**config.mk**
```make
export PLATFORM = sky130hd
export DESIGN_NAME = jsq_mod_unit
export DESIGN_NICKNAME = d
export VERILOG_FILES = /design/src/hdl/assert_macros.svh /design/src/hdl/jsq_pkg.sv /design/src/hdl/jsq_mod_unit.sv
export SDC_FILE = /design/constraint.sdc
export NUM_CORES = 1
export LEC_CHECK = 0
export BUFFER_PORTS_ARGS = -buffer_cell sky130_fd_sc_hd__buf_2
export CAP_MARGIN = 0
export CORE_ASPECT_RATIO = 1.75
export CORE_MARGIN = 2
export CORE_UTILIZATION = 50
export DETAILED_ROUTE_END_ITERATION = 8
export PLACE_DENSITY = 0.74
export SETUP_SLACK_MARGIN = 0.15
export SLEW_MARGIN = 0
export SYNTH_ARGS = -nofsm -noshare
export SYNTH_HDL_FRONTEND = slang
export SYNTH_SLANG_ARGS = --single-unit
```
**constraint.sdc**
```tcl
create_clock -name i_clk -period 4.16 [get_ports i_clk]
set_input_delay 0.624 -clock i_clk [delete_from_list [all_inputs] [get_ports i_clk]]
set_output_delay 0.624 -clock i_clk [all_outputs]
set_load 0.05 [all_outputs]
```
**src/hdl/assert_macros.svh**
```systemverilog
// Assertion helpers used by the RTL
`ifndef ASSERT_MACROS_SVH
`define ASSERT_MACROS_SVH

// Clocked check, held off while reset is asserted
`define JSQ_ASSERT(lbl, clk, rst_n, prop) \
    lbl: assert property (@(posedge clk) disable iff (!rst_n) prop) \
        else $error("jsq assertion failed");

// Clocked check that also holds during reset
`define JSQ_ASSERT_ALWAYS(lbl, clk, prop) \
    lbl: assert property (@(posedge clk) prop) \
        else $error("jsq assertion failed");

`endif

```
**src/hdl/jsq_pkg.sv**
```systemverilog
package jsq_pkg;

    localparam int MAX_WORKERS = 64;
    localparam int IDX_W       = $clog2(MAX_WORKERS);
    localparam int N_W         = $clog2(MAX_WORKERS + 1);
    localparam int CNT_W       = 32;

    localparam logic [CNT_W-1:0] CNT_SIGN  = {1'b1, {(CNT_W-1){1'b0}}};
    localparam logic [31:0]      LFSR_TAPS = 32'h8020_0003;

    // Input item functions
    localparam logic [1:0] FUNC_ROUTE    = 2'd0;
    localparam logic [1:0] FUNC_FEEDBACK = 2'd1;
    localparam logic [1:0] FUNC_LOAD     = 2'd2;
    localparam logic [1:0] FUNC_START    = 2'd3;

    // Selection policies
    localparam logic [1:0] POL_RANDOM = 2'd0;
    localparam logic [1:0] POL_RR     = 2'd1;

    // Configuration register indexes
    localparam logic [1:0] CFG_POLICY = 2'd0;
    localparam logic [1:0] CFG_COUNT  = 2'd1;
    localparam logic [1:0] CFG_SLOTS  = 2'd2;
    localparam logic [1:0] CFG_SEED   = 2'd3;

    // Operations carried by the token along the cell row
    localparam logic [1:0] OP_SCAN  = 2'd0;
    localparam logic [1:0] OP_MATCH = 2'd1;
    localparam logic [1:0] OP_FETCH = 2'd2;

    typedef struct packed {
        logic             valid;
        logic [1:0]       op;
        logic             inc;
        logic             have;
        logic             found;
        logic             zero;
        logic [IDX_W-1:0] idx;
        logic [CNT_W-1:0] key;
        logic [31:0]      ip;
        logic [15:0]      port;
    } t_tok;

    typedef struct packed {
        logic             start;
        logic             load;
        logic [IDX_W-1:0] load_idx;
        logic [31:0]      load_ip;
        logic [15:0]      load_port;
        logic [CNT_W-1:0] credit_init;
    } t_bcast;

endpackage

```
**src/hdl/jsq_mod_unit.sv**
```systemverilog
module jsq_mod_unit (
    input  logic                      i_clk,
    input  logic                      i_rst_n,
    input  logic                      i_start,
    input  logic [31:0]               i_dividend,
    input  logic [jsq_pkg::N_W-1:0]   i_divisor,
    output logic                      o_done,
    output logic [jsq_pkg::IDX_W-1:0] o_rem
);

    logic                    r_busy;
    logic [4:0]              r_cnt;
    logic [31:0]             r_q;
    logic [jsq_pkg::N_W-1:0] r_rem;
    logic                    r_done;
    logic [jsq_pkg::N_W:0]   trial;

    // One restoring remainder step per cycle while busy
    always_comb begin
        trial = {r_rem, r_q[31]};
        if (trial >= {1'b0, i_divisor}) begin
            trial = trial - {1'b0, i_divisor};
        end
    end

    always_ff @(posedge i_clk) begin
        if (!i_rst_n) begin
            r_busy <= 1'b0;
            r_done <= 1'b0;
            r_cnt  <= '0;
        end else begin
            r_done <= 1'b0;
            if (i_start) begin
                r_busy <= 1'b1;
                r_cnt  <= '0;
            end else if (r_busy) begin
                r_cnt <= r_cnt + 1'b1;
                if (r_cnt == 5'd31) begin
                    r_busy <= 1'b0;
                    r_done <= 1'b1;
                end
            end
        end
    end

    always_ff @(posedge i_clk) begin
        if (i_start) begin
            r_q   <= i_dividend;
            r_rem <= '0;
        end else if (r_busy) begin
            r_q   <= {r_q[30:0], 1'b0};
            r_rem <= trial[jsq_pkg::N_W-1:0];
        end
    end

    assign o_done = r_done;
    assign o_rem  = r_rem[jsq_pkg::IDX_W-1:0];

endmodule

```
==> run summary <==
Once placement finished, the instance area stood at 2650 um^2. Setup repair after global routing left no endpoint under its margin. The first global-routing pass estimated 7.04 mm of wire. 49 I/O pins were placed. The tools report the proportion of power drawn by combinational gates as 14.7%. Buffers added to address setup during post-CTS repair amount to 0. Sequential elements use 51.3% of the synthesized area. The switching portion of total power is 23.5%. At the worst endpoint, the arrival time is 2.42 ns.

The final critical-path share of the clock period is 55.1%. The worst voltage drop across the vdd grid is 0.000293 V. In the routed layout, each cell is associated on average with a via count of 5.57.

The logs give 43 for the count of different cell masters after synthesis and 0 for the initial antenna violation count. For the pin with the worst max-slew slack, the measured transition is 0.832 ns. The most common cell after layout, fill and taps aside is buf_2. By area the synthesized netlist is led by edfxtp_1 40%, mux2_2 14%, dfxtp_1 12%. The primary flip-flop cell chosen by synthesis mapping was edfxtp_1. The logs give 5 for the number of buffers inserted during clock tree synthesis and 0 for the count of yosys warnings during synthesis. The number of flops mapped to enable cells by yosys is 32. The synthesized netlist occupies a cell area of 2420 um^2. Placeable core region: 4670 um^2. The startpoint type of the worst setup path was a flop. The clock transition time at the flip-flop clock pins of the worst setup and hold paths is 0.09 ns, and the floorplan row count is 33. The total internal power is 0.790 mW. The hold violation total from the final report was 0. In this run the biggest area consumer among cell types represents 39.7% of the synthesized area. In this run, post-CTS hold repair placed 0 buffers.

TritonCTS built the clock tree. The tools report the count of final max-slew check failures as 0. The chip height came out at 96.0 um.

Summed over all failing endpoints, the final setup total negative slack is 0 ns. The starting density of the core is 51.9%, and the final period demand of the worst path is 2.29 ns. The maximum number of pins on one net before global-route repair came out at 33. In this run the tightest slew margin relative to its limit is 44.5%. The standby leakage power is 1.14 nW, and the die area is 5430 um^2. The number of nets handed over by synthesis was 252. The clock latency reported for the late side of the worst-skew pair is 0.29 ns. The number of antenna diodes came out at 0. Detailed placement finished with a half-perimeter wire length of 2.97 mm. Synthesis produced 200 cells.

For this design the ratio of total power to cell area is 375 nW/um^2. STA classifies the critical path endpoint as a flop. The congestion estimate from routability-driven global placement came to 0.796. For the non-filler instance count after layout, the log shows 294. The count of nets left with antenna violations once routing finished came out at 0.

The final layout contains 293 nets. The first detailed-routing pass ran for 4 iterations. The remaining design rule violation count was 0; the area growth from synthesis to layout was 14.0%. Number of H-tree levels: 2.

The average footprint of a synthesized cell was 12.1 um^2; the total power was 1.03 mW. The cell sitting at the root of the clock tree is a clkbuf_8. The biggest area contributor in the post-synthesis netlist is edfxtp_1. For the instance count after placement with tap cells included, the log shows 286. The power share of the clock group was 31.8%. Global routing used 16.8% of the available tracks across all layers. The number of global-route vias before repair is 1692.

Setup violations remaining at the end of the flow were counted as 0. Cells fill 59.1% of the core in the end. The final cell area excluding filler cells is 2760 um^2, and the highest clock rate is 436 MHz. For the clock sink total, the log shows 46. The routed layout has 1639 vias.

Fraction of layout cells with a size suffix above 1: 38.8%. Leaving out fill and tap cells, the most frequent cells in the layout are 48 x buf_2, 32 x edfxtp_1, 31 x mux2_2. The fraction of power consumed by sequential logic is 53.6%, and the count of input and output buffers is 48. Before CTS, the worst setup slack after placement is 1.63 ns. The tool flagged a number of max-cap violations equal to 0. Final hold analysis gives a worst-case slack of 0.513 ns. For the worst setup path, the data required time is 4.29 ns. The flow ran to the end, and the final reports show no timing, DRC or antenna violations.

The tools report the clock tree skew after final layout as 0.00648 ns. Counting along the longest clock path gives a buffer depth of 2. For the total length of routed wires, the log shows 4.09 mm. In this run, synthesis produced a sequential element count of 46. The async set-reset flop share out of synthesis came out at 0%.

Of all nets on the critical path, the largest fanout is 9. The overall die width came out at 56.6 um. Setup slack closes at 1.87 ns.

Critical setup path kind: reg -> reg. The run gives 0 as the sum of overflow across all layers after global routing. The run gives 0 as the post-cts sizing count. After detailed routing, the average wire length per cell comes to 13.9 um. The detailed router finished its first iteration with 26 violations. The path class of the lowest-slack min-delay path was reg -> reg.

The reported net switching power was 0.243 mW.
[critical path, stage by stage (launching register included)]
cell and delay (ns):
edfxtp_1 0.36, inv_1 0.09, ha_1 0.15, inv_1 0.05, fa_1 0.41, a211oi_1 0.36, or3_1 0.34, and3_4 0.27
a311oi_1 0.10
[power groups by stage]
stage | Clock (mW) | Sequential (mW) | Combinational [mW]
after floorplan | 0 | 0.555 | 0.121
after global placement | 0 | 0.563 | 0.150
after detailed placement | 0 | 0.564 | 0.152
after CTS | 0.341 | 0.554 | 0.153
after global routing | 0.355 | 0.559 | 0.169
final | 0.328 | 0.554 | 0.152
[cell families after synthesis]
family	synth area share, %
compound gates	9.51
simple gates	10.9
fa+ha+maj	5.48
flops	51.3
buf+inv	5.43
mux	15.3
xor+xnor	2.17
[state kept, by name, summed over array words and instances (netlist names)]
| register | cells |
|---|---|
| r_rem | 7 |
| r_q | 32 |
| r_busy | 1 |
| r_cnt | 5 |
| o_done | 1 |
[cell usage after synthesis, drive strengths merged (2+ instances only)]
cell type,n
nor2,16
nand3,2
inv,12
xor2,2
ha,9
or2,2
nand2b,4
dfxtp,14
xnor2,4
nand2,8
a211oi,3
buf,9
o21bai,2
and3,2
nor3b,8
o31ai,2
a21o,2
edfxtp,32
nand4,2
clkbuf,6
a311oi,5
mux2i,2
a41oi,4
o21ai,3
mux2,31
[cell type report]
| cell class | count | area [um^2] |
|---|---|---|
| fillers | 411 | 1910 |
| clock buffers | 5 | 68.8 |
| well taps | 52 | 65.1 |
| clock inverters | 3 | 43.8 |
| multi-input cells | 127 | 1050 |
| flip-flops and latches | 46 | 1240 |
| inverters | 12 | 45.0 |
| repair buffers | 49 | 248 |
[path summary, 6_finish.rpt]
kind                            cells after the start  startpoint  slack [ns]        to
worst max-delay path                                8     r_q[31]        1.87  r_rem[0]
worst min-delay path                                2    r_cnt[4]        0.51  r_cnt[4]
worst max register to register                      8     r_q[31]        1.87  r_rem[0]
worst min register to register                      2    r_cnt[4]        0.51  r_cnt[4]
[metal layers]
| metal | share of wire [%] | global-route usage [%] | vias to the layer above |
|---|---|---|---|
| li1 | - | - | 813 |
| met1 | 39 | 16.5 | 784 |
| met2 | 55 | 33.0 | 37 |
| met3 | 3.9 | 3.49 | 5 |
| met4 | 1.7 | 7.14 | 0 |
| met5 | 0 | 0 | - |
No activity file was read; power rests on OpenSTA's default activity.
