[config.mk]
export PLATFORM = sky130hd
export DESIGN_NAME = jsq_cell
export DESIGN_NICKNAME = d
export VERILOG_FILES = /design/src/hdl/assert_macros.svh /design/src/hdl/jsq_pkg.sv /design/src/hdl/jsq_cell.sv
export SDC_FILE = /design/constraint.sdc
export NUM_CORES = 1
export LEC_CHECK = 0
export BUFFER_PORTS_ARGS = -buffer_cell sky130_fd_sc_hd__buf_2
export CORE_ASPECT_RATIO = 1.5
export CORE_MARGIN = 2
export CORE_UTILIZATION = 54
export DETAILED_ROUTE_END_ITERATION = 10
export GPL_TIMING_DRIVEN = 0
export PLACE_DENSITY_LB_ADDON = 0.05
export SYNTH_ARGS = -nofsm -noshare
export SYNTH_HDL_FRONTEND = slang
export SYNTH_SLANG_ARGS = --single-unit
[constraint.sdc]
create_clock -name i_clk -period 9.45 [get_ports i_clk]
set_input_delay 1.89 -clock i_clk [delete_from_list [all_inputs] [get_ports i_clk]]
set_output_delay 1.89 -clock i_clk [all_outputs]
set_load 0.1 [all_outputs]
[src/hdl/assert_macros.svh]
// Assertion helpers used by the RTL
`ifndef ASSERT_MACROS_SVH
`define ASSERT_MACROS_SVH

// Clocked check, held off while reset is asserted
`define JSQ_ASSERT(lbl, clk, rst_n, prop) \
    lbl: assert property (@(posedge clk) disable iff (!rst_n) prop) \
        else $error("jsq assertion failed");

// Clocked check that also holds during reset
`define JSQ_ASSERT_ALWAYS(lbl, clk, prop) \
    lbl: assert property (@(posedge clk) prop) \
        else $error("jsq assertion failed");

`endif

[src/hdl/jsq_pkg.sv]
package jsq_pkg;

    localparam int MAX_WORKERS = 64;
    localparam int IDX_W       = $clog2(MAX_WORKERS);
    localparam int N_W         = $clog2(MAX_WORKERS + 1);
    localparam int CNT_W       = 32;

    localparam logic [CNT_W-1:0] CNT_SIGN  = {1'b1, {(CNT_W-1){1'b0}}};
    localparam logic [31:0]      LFSR_TAPS = 32'h8020_0003;

    // Input item functions
    localparam logic [1:0] FUNC_ROUTE    = 2'd0;
    localparam logic [1:0] FUNC_FEEDBACK = 2'd1;
    localparam logic [1:0] FUNC_LOAD     = 2'd2;
    localparam logic [1:0] FUNC_START    = 2'd3;

    // Selection policies
    localparam logic [1:0] POL_RANDOM = 2'd0;
    localparam logic [1:0] POL_RR     = 2'd1;

    // Configuration register indexes
    localparam logic [1:0] CFG_POLICY = 2'd0;
    localparam logic [1:0] CFG_COUNT  = 2'd1;
    localparam logic [1:0] CFG_SLOTS  = 2'd2;
    localparam logic [1:0] CFG_SEED   = 2'd3;

    // Operations carried by the token along the cell row
    localparam logic [1:0] OP_SCAN  = 2'd0;
    localparam logic [1:0] OP_MATCH = 2'd1;
    localparam logic [1:0] OP_FETCH = 2'd2;

    typedef struct packed {
        logic             valid;
        logic [1:0]       op;
        logic             inc;
        logic             have;
        logic             found;
        logic             zero;
        logic [IDX_W-1:0] idx;
        logic [CNT_W-1:0] key;
        logic [31:0]      ip;
        logic [15:0]      port;
    } t_tok;

    typedef struct packed {
        logic             start;
        logic             load;
        logic [IDX_W-1:0] load_idx;
        logic [31:0]      load_ip;
        logic [15:0]      load_port;
        logic [CNT_W-1:0] credit_init;
    } t_bcast;

endpackage

[src/hdl/jsq_cell.sv]
module jsq_cell (
    input  logic                       i_clk,
    input  logic                       i_rst_n,
    input  logic [jsq_pkg::IDX_W-1:0]  i_cell_idx,
    input  logic [jsq_pkg::N_W-1:0]    i_n,
    input  jsq_pkg::t_bcast            i_bc,
    input  jsq_pkg::t_tok              i_tok,
    output jsq_pkg::t_tok              o_tok
);

    logic [31:0]              r_ip;
    logic [15:0]              r_port;
    logic [jsq_pkg::CNT_W-1:0] r_credit, n_credit;
    logic [jsq_pkg::CNT_W-1:0] r_sent, n_sent;
    jsq_pkg::t_tok            r_tok, n_tok;

    logic                      active, hit_match, hit_fetch;
    logic [jsq_pkg::CNT_W-1:0] diff, key;

    // Evaluate this worker against the passing token
    always_comb begin
        active    = {1'b0, i_cell_idx} < i_n;
        diff      = r_sent - r_credit;
        key       = diff ^ jsq_pkg::CNT_SIGN;
        hit_match = i_tok.valid && (i_tok.op == jsq_pkg::OP_MATCH) && active
                    && !i_tok.found && (r_ip == i_tok.ip) && (r_port == i_tok.port);
        hit_fetch = i_tok.valid && (i_tok.op == jsq_pkg::OP_FETCH)
                    && (i_tok.idx == i_cell_idx);
        n_tok      = i_tok;
        n_tok.zero = 1'b0;
        case (i_tok.op)
            jsq_pkg::OP_SCAN: begin
                if (active) begin
                    if (!i_tok.have || key < i_tok.key) begin
                        n_tok.have = 1'b1;
                        n_tok.key  = key;
                        n_tok.idx  = i_cell_idx;
                    end
                    n_tok.zero = (diff == '0);
                end
            end
            jsq_pkg::OP_MATCH: begin
                if (hit_match) begin
                    n_tok.found = 1'b1;
                    n_tok.idx   = i_cell_idx;
                end
            end
            jsq_pkg::OP_FETCH: begin
                if (hit_fetch) begin
                    n_tok.ip   = r_ip;
                    n_tok.port = r_port;
                end
            end
            default: ;
        endcase
        if (!i_tok.valid) begin
            n_tok.valid = 1'b0;
        end
    end

    // Update counters on start or on a hit
    always_comb begin
        n_credit = r_credit;
        n_sent   = r_sent;
        if (i_bc.start) begin
            n_credit = i_bc.credit_init;
            n_sent   = '0;
        end else begin
            if (hit_match && i_tok.inc) begin
                n_credit = r_credit + 1'b1;
            end
            if (hit_fetch && i_tok.inc) begin
                n_sent = r_sent + 1'b1;
            end
        end
    end

    always_ff @(posedge i_clk) begin
        if (!i_rst_n) begin
            r_tok    <= '0;
            r_credit <= '0;
            r_sent   <= '0;
        end else begin
            r_tok    <= n_tok;
            r_credit <= n_credit;
            r_sent   <= n_sent;
        end
    end

    // Hold the worker address
    always_ff @(posedge i_clk) begin
        if (i_bc.load && (i_bc.load_idx == i_cell_idx)) begin
            r_ip   <= i_bc.load_ip;
            r_port <= i_bc.load_port;
        end
    end

    assign o_tok = r_tok;

endmodule

==> results.json, run 1 <==
{
  "clk_latency_ns": 0.52,
  "worst_hold_slack_ns": 0.5112,
  "drt_iter0_drc": 581,
  "cp_slowest_stage_delay_ns": 0.74,
  "drc": 0,
  "cts.sink_count": 205,
  "drive_above_1_share_pct": 20.37,
  "endpoint_kind": "flop",
  "hp-start": "r_sent[19]$_SDFFE_PP0P_",
  "die_y_um": 180.9,
  "rows": 64,
  "holdPathStages": 2,
  "critPathSlowestCell": "a311oi_1",
  "worst_r2r_path_depth": 21,
  "syn_area_per_cell_um2": 8.467,
  "root_buffer": "clkbuf_16",
  "ir_drop_mv": 0.1616,
  "tns_ns": 0,
  "gr-total-overflow": 0,
  "netlist-cell-type-count": 65,
  "syn_area_um2": 11260,
  "cts_tree": "done",
  "hold_violations": 0,
  "syn_nets": 1596,
  "grt_max_degree": 16,
  "rr_startpoint": "r_credit[18]$_SDFFE_PN0P_",
  "drtPass1Iterations": 5,
  "synthArstFlopShare_pct": 0,
  "ys_warn_count": 0,
  "rsz0062_at_grt": "false",
  "r2r_slack_ns": 3.69,
  "die_area_um2": 22050,
  "synth-main-ff-cell": "dfxtp_1",
  "synth_cells": 1330,
  "io_buffer_count": 285,
  "clk_path_buf_depth": 3,
  "crit_fanout": 10,
  "via_per_inst": 5.522,
  "dp_hpwl_um": 27130,
  "ios": 289,
  "dpl-instance-area_um2": 13070,
  "post_cts_buffers": 0,
  "finalSetupViolCount": 0,
  "clk_pin_slew_ns": 0.07,
  "hold_buffers": 0,
  "area_growth_pct": 22.13,
  "setup.worst_path.class": "reg -> reg",
  "cp.required_ns": 9.82,
  "routedWlPerCell_um": 17.64,
  "run_status": "finished, final reports clean",
  "skew_ns": 0.01823,
  "drv_cap": 0,
  "track_usage_pct": 30.34,
  "crit_path_frequent_cell": "a21oi_1",
  "grt_pass1_vias": 10740,
  "cts-resized-gates": 0,
  "tightest_slew_ns": 1.045,
  "report.final.slew_viol_count": 0,
  "fin_area_um2": 13750,
  "crit-reg2reg-capture": "o_tok[73]$_SDFF_PN0_",
  "place_congestion": 0.9338,
  "core_area_um2": 20420,
  "drt-total-wl_um": 33960,
  "hp-class": "reg -> reg",
  "nNetsFinal": 1910,
  "yosysSeqAreaShare_pct": 40.71,
  "start_kind": "flop",
  "min_to": "r_sent[19]$_SDFFE_PP0P_",
  "crit_chain": "inv_1 > ha_1 > clkbuf_1 > a21oi_1 > o211ai_1 > a21oi_1 > nand2_1 > o31ai_1 > a21oi_1 > a311oi_1 > ha_1 > nand4_1 > nor2_1 > nand2_1 > o221ai_1 > o21a_1 > a211oi_2 > clkbuf_1 > nor2_1 > a21oi_1 > nor2_1",
  "slew_headroom_pct": 28.55,
  "vias": 10629,
  "htree_levels": 1,
  "ys_seq_elements": 205,
  "post-route-period-util_pct": 60.91,
  "cp.arrival_ns": 6.12,
  "fmax_mhz": 173.7,
  "die-width_um": 121.9,
  "synth_edf_count": 48,
  "min_period_ns": 5.756,
  "antenna_found_initial": 2,
  "p_per_area_nw_per_um2": 167.0,
  "cts_made_buffers": 21,
  "start_util_pct": 55.15,
  "p_leak_nw": 6.058,
  "detail-route-antenna-nets": 0,
  "grt_pass1_wl_um": 52990
}
[power breakdown]
group | internal [W] | total (W) | switching (W)
combinational | 0.000141 | 0.000518 | 0.000376
sequential | 0.000934 | 0.000949 | 0.0000153
clock | 0.000475 | 0.000830 | 0.000354
total | 0.00155 | 0.00230 | 0.000746
[worst max-delay path, delay by kind of cell (launching register included)]
family | cells | cell delay [ns]
adder cells (fa/ha/maj) | 2 | 0.70
flip-flops | 1 | 0.33
AO/OA/AOI/OAI | 10 | 3.37
AND/OR/NAND/NOR | 6 | 0.47
buffers and inverters | 3 | 0.73
[cells in the final DEF, fill, tap and decap left out, types with 45 or more instances in the layout]
cell type and n:
edfxtp_1 48, dfxtp_1 157, clkbuf_1 61, xnor2_1 92, nor2_1 150, inv_1 86
nand2_1 153, a21oi_1 140, buf_2 287, o21ai_0 45, ha_1 69
[kinds of logic after synthesis]
family                     share of synthesized area, %
xor gates and xnor gates                          10.19
AOI/OAI and AO/OA                                 15.48
muxes                                             1.244
and+or+nand+nor                                   19.58
buffers and inverters                             4.956
adders and majority gates                         7.844
DFF                                               40.71
[per-stage QoR]
step                      power (W)  util (%)  setup slack [ns]  std cells
after floorplan            0.001344         -             2.155       1330
after CTS                  0.002305     67.33             3.919       1923
after global routing       0.002380     67.34             3.466       1924
final                      0.002296     67.35             3.694       1925
after global placement     0.001475     63.75           -0.4255       1879
after detailed placement   0.001483     64.00             3.950       1885
[per-layer routing]
layer  wire length, um  GRT usage (%)  vias up
met5                11              0        -
li1                  -              -     5257
met2             18280          57.52      333
met3              1961          6.061      108
met1             11750          29.79     4929
met4              1958          17.06        2
[final cells by class]
type	instances	area, um2
clock inverter	12	125.1
inverter	87	326.6
tap	264	330.3
buffer	60	231.5
fill	1784	6666
multi-input combinational	978	6125
sequential	205	4584
timing repair buffer	291	1471
antenna	2	5.005
clock buffer	26	554.3
[cells in the mapped netlist (4+ instances only)]
| cell | n | area, um2 |
|---|---|---|
| dfxtp_1 | 157 | 3143 |
| nand2_1 | 153 | 574.3 |
| nor2_1 | 150 | 563.0 |
| a21oi_1 | 140 | 700.7 |
| xnor2_1 | 92 | 805.8 |
| inv_1 | 86 | 322.8 |
| ha_1 | 69 | 863.3 |
| clkbuf_1 | 57 | 214.0 |
| edfxtp_1 | 48 | 1441 |
| o21ai_0 | 45 | 225.2 |
| xor2_1 | 39 | 341.6 |
| nand3_1 | 30 | 150.1 |
| nand4_1 | 29 | 181.4 |
| nor3_1 | 28 | 140.1 |
| a211oi_1 | 23 | 172.7 |
| a21o_1 | 20 | 150.1 |
| nor4_1 | 18 | 112.6 |
| or3_1 | 17 | 106.4 |
| mux2i_1 | 14 | 140.1 |
| and3_1 | 12 | 75.07 |
| and2_1 | 9 | 56.30 |
| or4_1 | 7 | 52.55 |
| a311oi_1 | 6 | 52.55 |
| o211ai_1 | 6 | 45.04 |
| o21a_1 | 6 | 45.04 |
| o21bai_1 | 5 | 37.54 |
| and4_1 | 4 | 35.03 |
| nor3b_1 | 4 | 30.03 |
[sequential cells by signal, indices dropped and copies added, names as in the netlist]
register and count:
o_tok 93, r_credit 32, r_ip 32, r_sent 32, r_port 16
[worst max-delay path by stage]
| stage | startpoint | to | slack (ns) | depth (start not counted) |
|---|---|---|---|---|
| floorplan | i_cell_idx[5] | r_ip[0]$_DFFE_PP_ | 2.16 | 2 |
| global placement | i_cell_idx[5] | r_ip[5]$_DFFE_PP_ | -0.43 | 3 |
| detailed placement | r_credit[18]$_SDFFE_PN0P_ | o_tok[74]$_SDFF_PN0_ | 3.95 | 21 |
| CTS | r_credit[18]$_SDFFE_PN0P_ | o_tok[74]$_SDFF_PN0_ | 3.92 | 21 |
| global route | r_credit[10]$_SDFFE_PN0P_ | o_tok[73]$_SDFF_PN0_ | 3.47 | 21 |
| finish | r_credit[18]$_SDFFE_PN0P_ | o_tok[73]$_SDFF_PN0_ | 3.69 | 21 |
Note: power is estimated with default switching activity, not from simulation.
==> run 2: changes to the inputs <==
==> constraint.sdc (replaced) <==
create_clock -name i_clk -period 5.4 [get_ports i_clk]
set_input_delay 1.08 -clock i_clk [delete_from_list [all_inputs] [get_ports i_clk]]
set_output_delay 1.08 -clock i_clk [all_outputs]
set_load 0.1 [all_outputs]
==> results.json, run 2 (synthesized netlist as in run 1, its figures left out) <==
{
  "ir_drop_mv": 0.3343,
  "grt_max_degree": 17,
  "cts_tree": "done",
  "intPower_w": 0.002758,
  "hp-class": "reg -> reg",
  "track_usage_pct": 30.13,
  "p_per_area_nw_per_um2": 292.9,
  "drc": 0,
  "die_area_um2": 22050,
  "place_congestion": 0.9385,
  "vias": 10499,
  "drive_above_1_share_pct": 20.82,
  "final_common_cell": "buf_2",
  "worst_hold_slack_ns": 0.5165,
  "setup_slack_ns": 0.2703,
  "largest_reg_flops": 93,
  "core_area_um2": 20420,
  "via_per_inst": 5.465,
  "post-route-period-util_pct": 94.99,
  "die_y_um": 180.9,
  "pwr-share-clk_pct": 36.5,
  "io_buffer_count": 285,
  "finalSetupViolCount": 0,
  "rows": 64,
  "min_period_ns": 5.130,
  "clk_latency_ns": 0.51,
  "fill_cells": 1810,
  "run_status": "finished, final reports clean",
  "p_leak_nw": 6.085,
  "root_buffer": "clkbuf_16",
  "nNetsFinal": 1908,
  "dp_hpwl_um": 27160,
  "multi_input_area_um2": 6196,
  "cts_made_buffers": 21,
  "endpoint_kind": "flop",
  "pwr-share-comb_pct": 22.5,
  "clk_path_buf_depth": 3,
  "final_cell_mix": "287 x buf_2, 157 x dfxtp_1, 153 x nand2_1",
  "die-width_um": 121.9,
  "start_util_pct": 55.15,
  "setup.worst_path.class": "reg -> reg",
  "slew_headroom_pct": 38.14,
  "routedWlPerCell_um": 17.56,
  "crit_fanout": 9,
  "p_sw_w": 0.001295,
  "drv_cap": 0,
  "gr-total-overflow": 0,
  "power_w": 0.004053,
  "clk_pin_slew_ns": 0.07,
  "fmax_mhz": 194.9,
  "report.final.slew_viol_count": 0,
  "skew_ns": 0.01962,
  "place_ws_ns": -0.3396,
  "r2r_slack_ns": 0.27,
  "hold_violations": 0,
  "start_kind": "flop",
  "switching_share_pct": 31.96,
  "cp.required_ns": 5.77,
  "grt_pass1_wl_um": 52450,
  "regArea_um2": 4584,
  "cp.arrival_ns": 5.50,
  "rsz0062_at_grt": "false",
  "detail-route-antenna-nets": 0,
  "drt-total-wl_um": 33730,
  "antenna_found_initial": 0,
  "grt_pass1_vias": 10577,
  "drt_iter0_drc": 440,
  "htree_levels": 1,
  "ios": 289,
  "cts.sink_count": 205,
  "seqPwrFrac_pct": 41.0,
  "tightest_slew_ns": 0.9194,
  "area_growth_pct": 22.88,
  "diodes": 0,
  "drtPass1Iterations": 5
}
-- run 2: cell types whose count changed in the layout (fill, tap and decap cells not counted), sizes merged --
cell,before,now
clkinvlp,3,1
bufinv,2,3
clkinv,5,8
diode,2,0
clkbuf,83,81
buf,294,292
-- run 2: repair_timing --
item / 4_1_cts / 5_1_grt
pin swaps: 0 / 1
setup buffers: 0 / 1
gates resized for setup: 5 / 13
hold buffers: 0 / 0
setup endpoints to repair: 36 / 36
-- run 2: routing by layer --
metal / global-route usage (%) / share of wire, %
met1: 29.78 / 35
met2: 58.68 / 54
met3: 6.376 / 6.1
met4: 12.78 / 4.5
met5: 0 / 0
-- run 2: per-stage QoR --
stage / setup TNS, ns / instances / utilization [%] / cell area [um2]
4_1_cts: 0 / 1920 / 67.54 / 13790
3_3_place_gp: -31.70 / 1879 / 63.78 / 13020
3_5_place_dp: -9.444 / 1882 / 63.99 / 13070
6_report: 0 / 1921 / 67.76 / 13840
2_1_floorplan: 0 / 1330 / - / 11270
5_1_grt: 0 / 1921 / 67.76 / 13840
-- run 2: final timing paths --
| check | from | endpoint | cells after the start |
|---|---|---|---|
| max | r_credit[0]$_SDFFE_PN0P_ | o_tok[82]$_SDFF_PN0_ | 20 |
| min | r_sent[24]$_SDFFE_PP0P_ | r_sent[24]$_SDFFE_PP0P_ | 2 |
| max reg2reg | r_credit[0]$_SDFFE_PN0P_ | o_tok[82]$_SDFF_PN0_ | 20 |
| min reg2reg | r_sent[24]$_SDFFE_PP0P_ | r_sent[24]$_SDFFE_PP0P_ | 2 |
-- run 2: final cells by class --
cell class / instances / area share [%]
Timing Repair Buffer: 289 / 10.61
Multi-Input combinational cell: 978 / 44.78
Inverter: 87 / 2.360
Clock inverter: 14 / 1.076
Clock buffer: 24 / 3.952
Sequential cell: 205 / 33.13
Tap cell: 264 / 2.387
Buffer: 60 / 1.709
-- run 2: critical path, cell delays in order (launching register included) --
cell       delay, ns
dfxtp_1         0.41
ha_1            0.19
inv_1           0.05
fa_1            0.42
a211oi_1        0.27
o21a_1          0.27
a211oi_1        0.15
a211oi_2        0.35
o21bai_1        0.20
a211oi_1        0.33
xnor2_1         0.35
ha_1            0.36
a21oi_1         0.14
a2bb2oi_1       0.18
a21oi_1         0.10
o21a_1          0.20
a211oi_4        0.39
or2_1           0.17
buf_2           0.20
mux2i_1         0.21
nor2_1          0.05
-- run 2: power groups by stage --
stage               logic, W  clock network [W]  registers, W
floorplan           0.000333                  0       0.00202
global placement    0.000888                  0       0.00169
detailed placement  0.000898                  0       0.00169
CTS                 0.000908            0.00150       0.00166
global route        0.000976            0.00157       0.00167
finish              0.000913            0.00148       0.00166
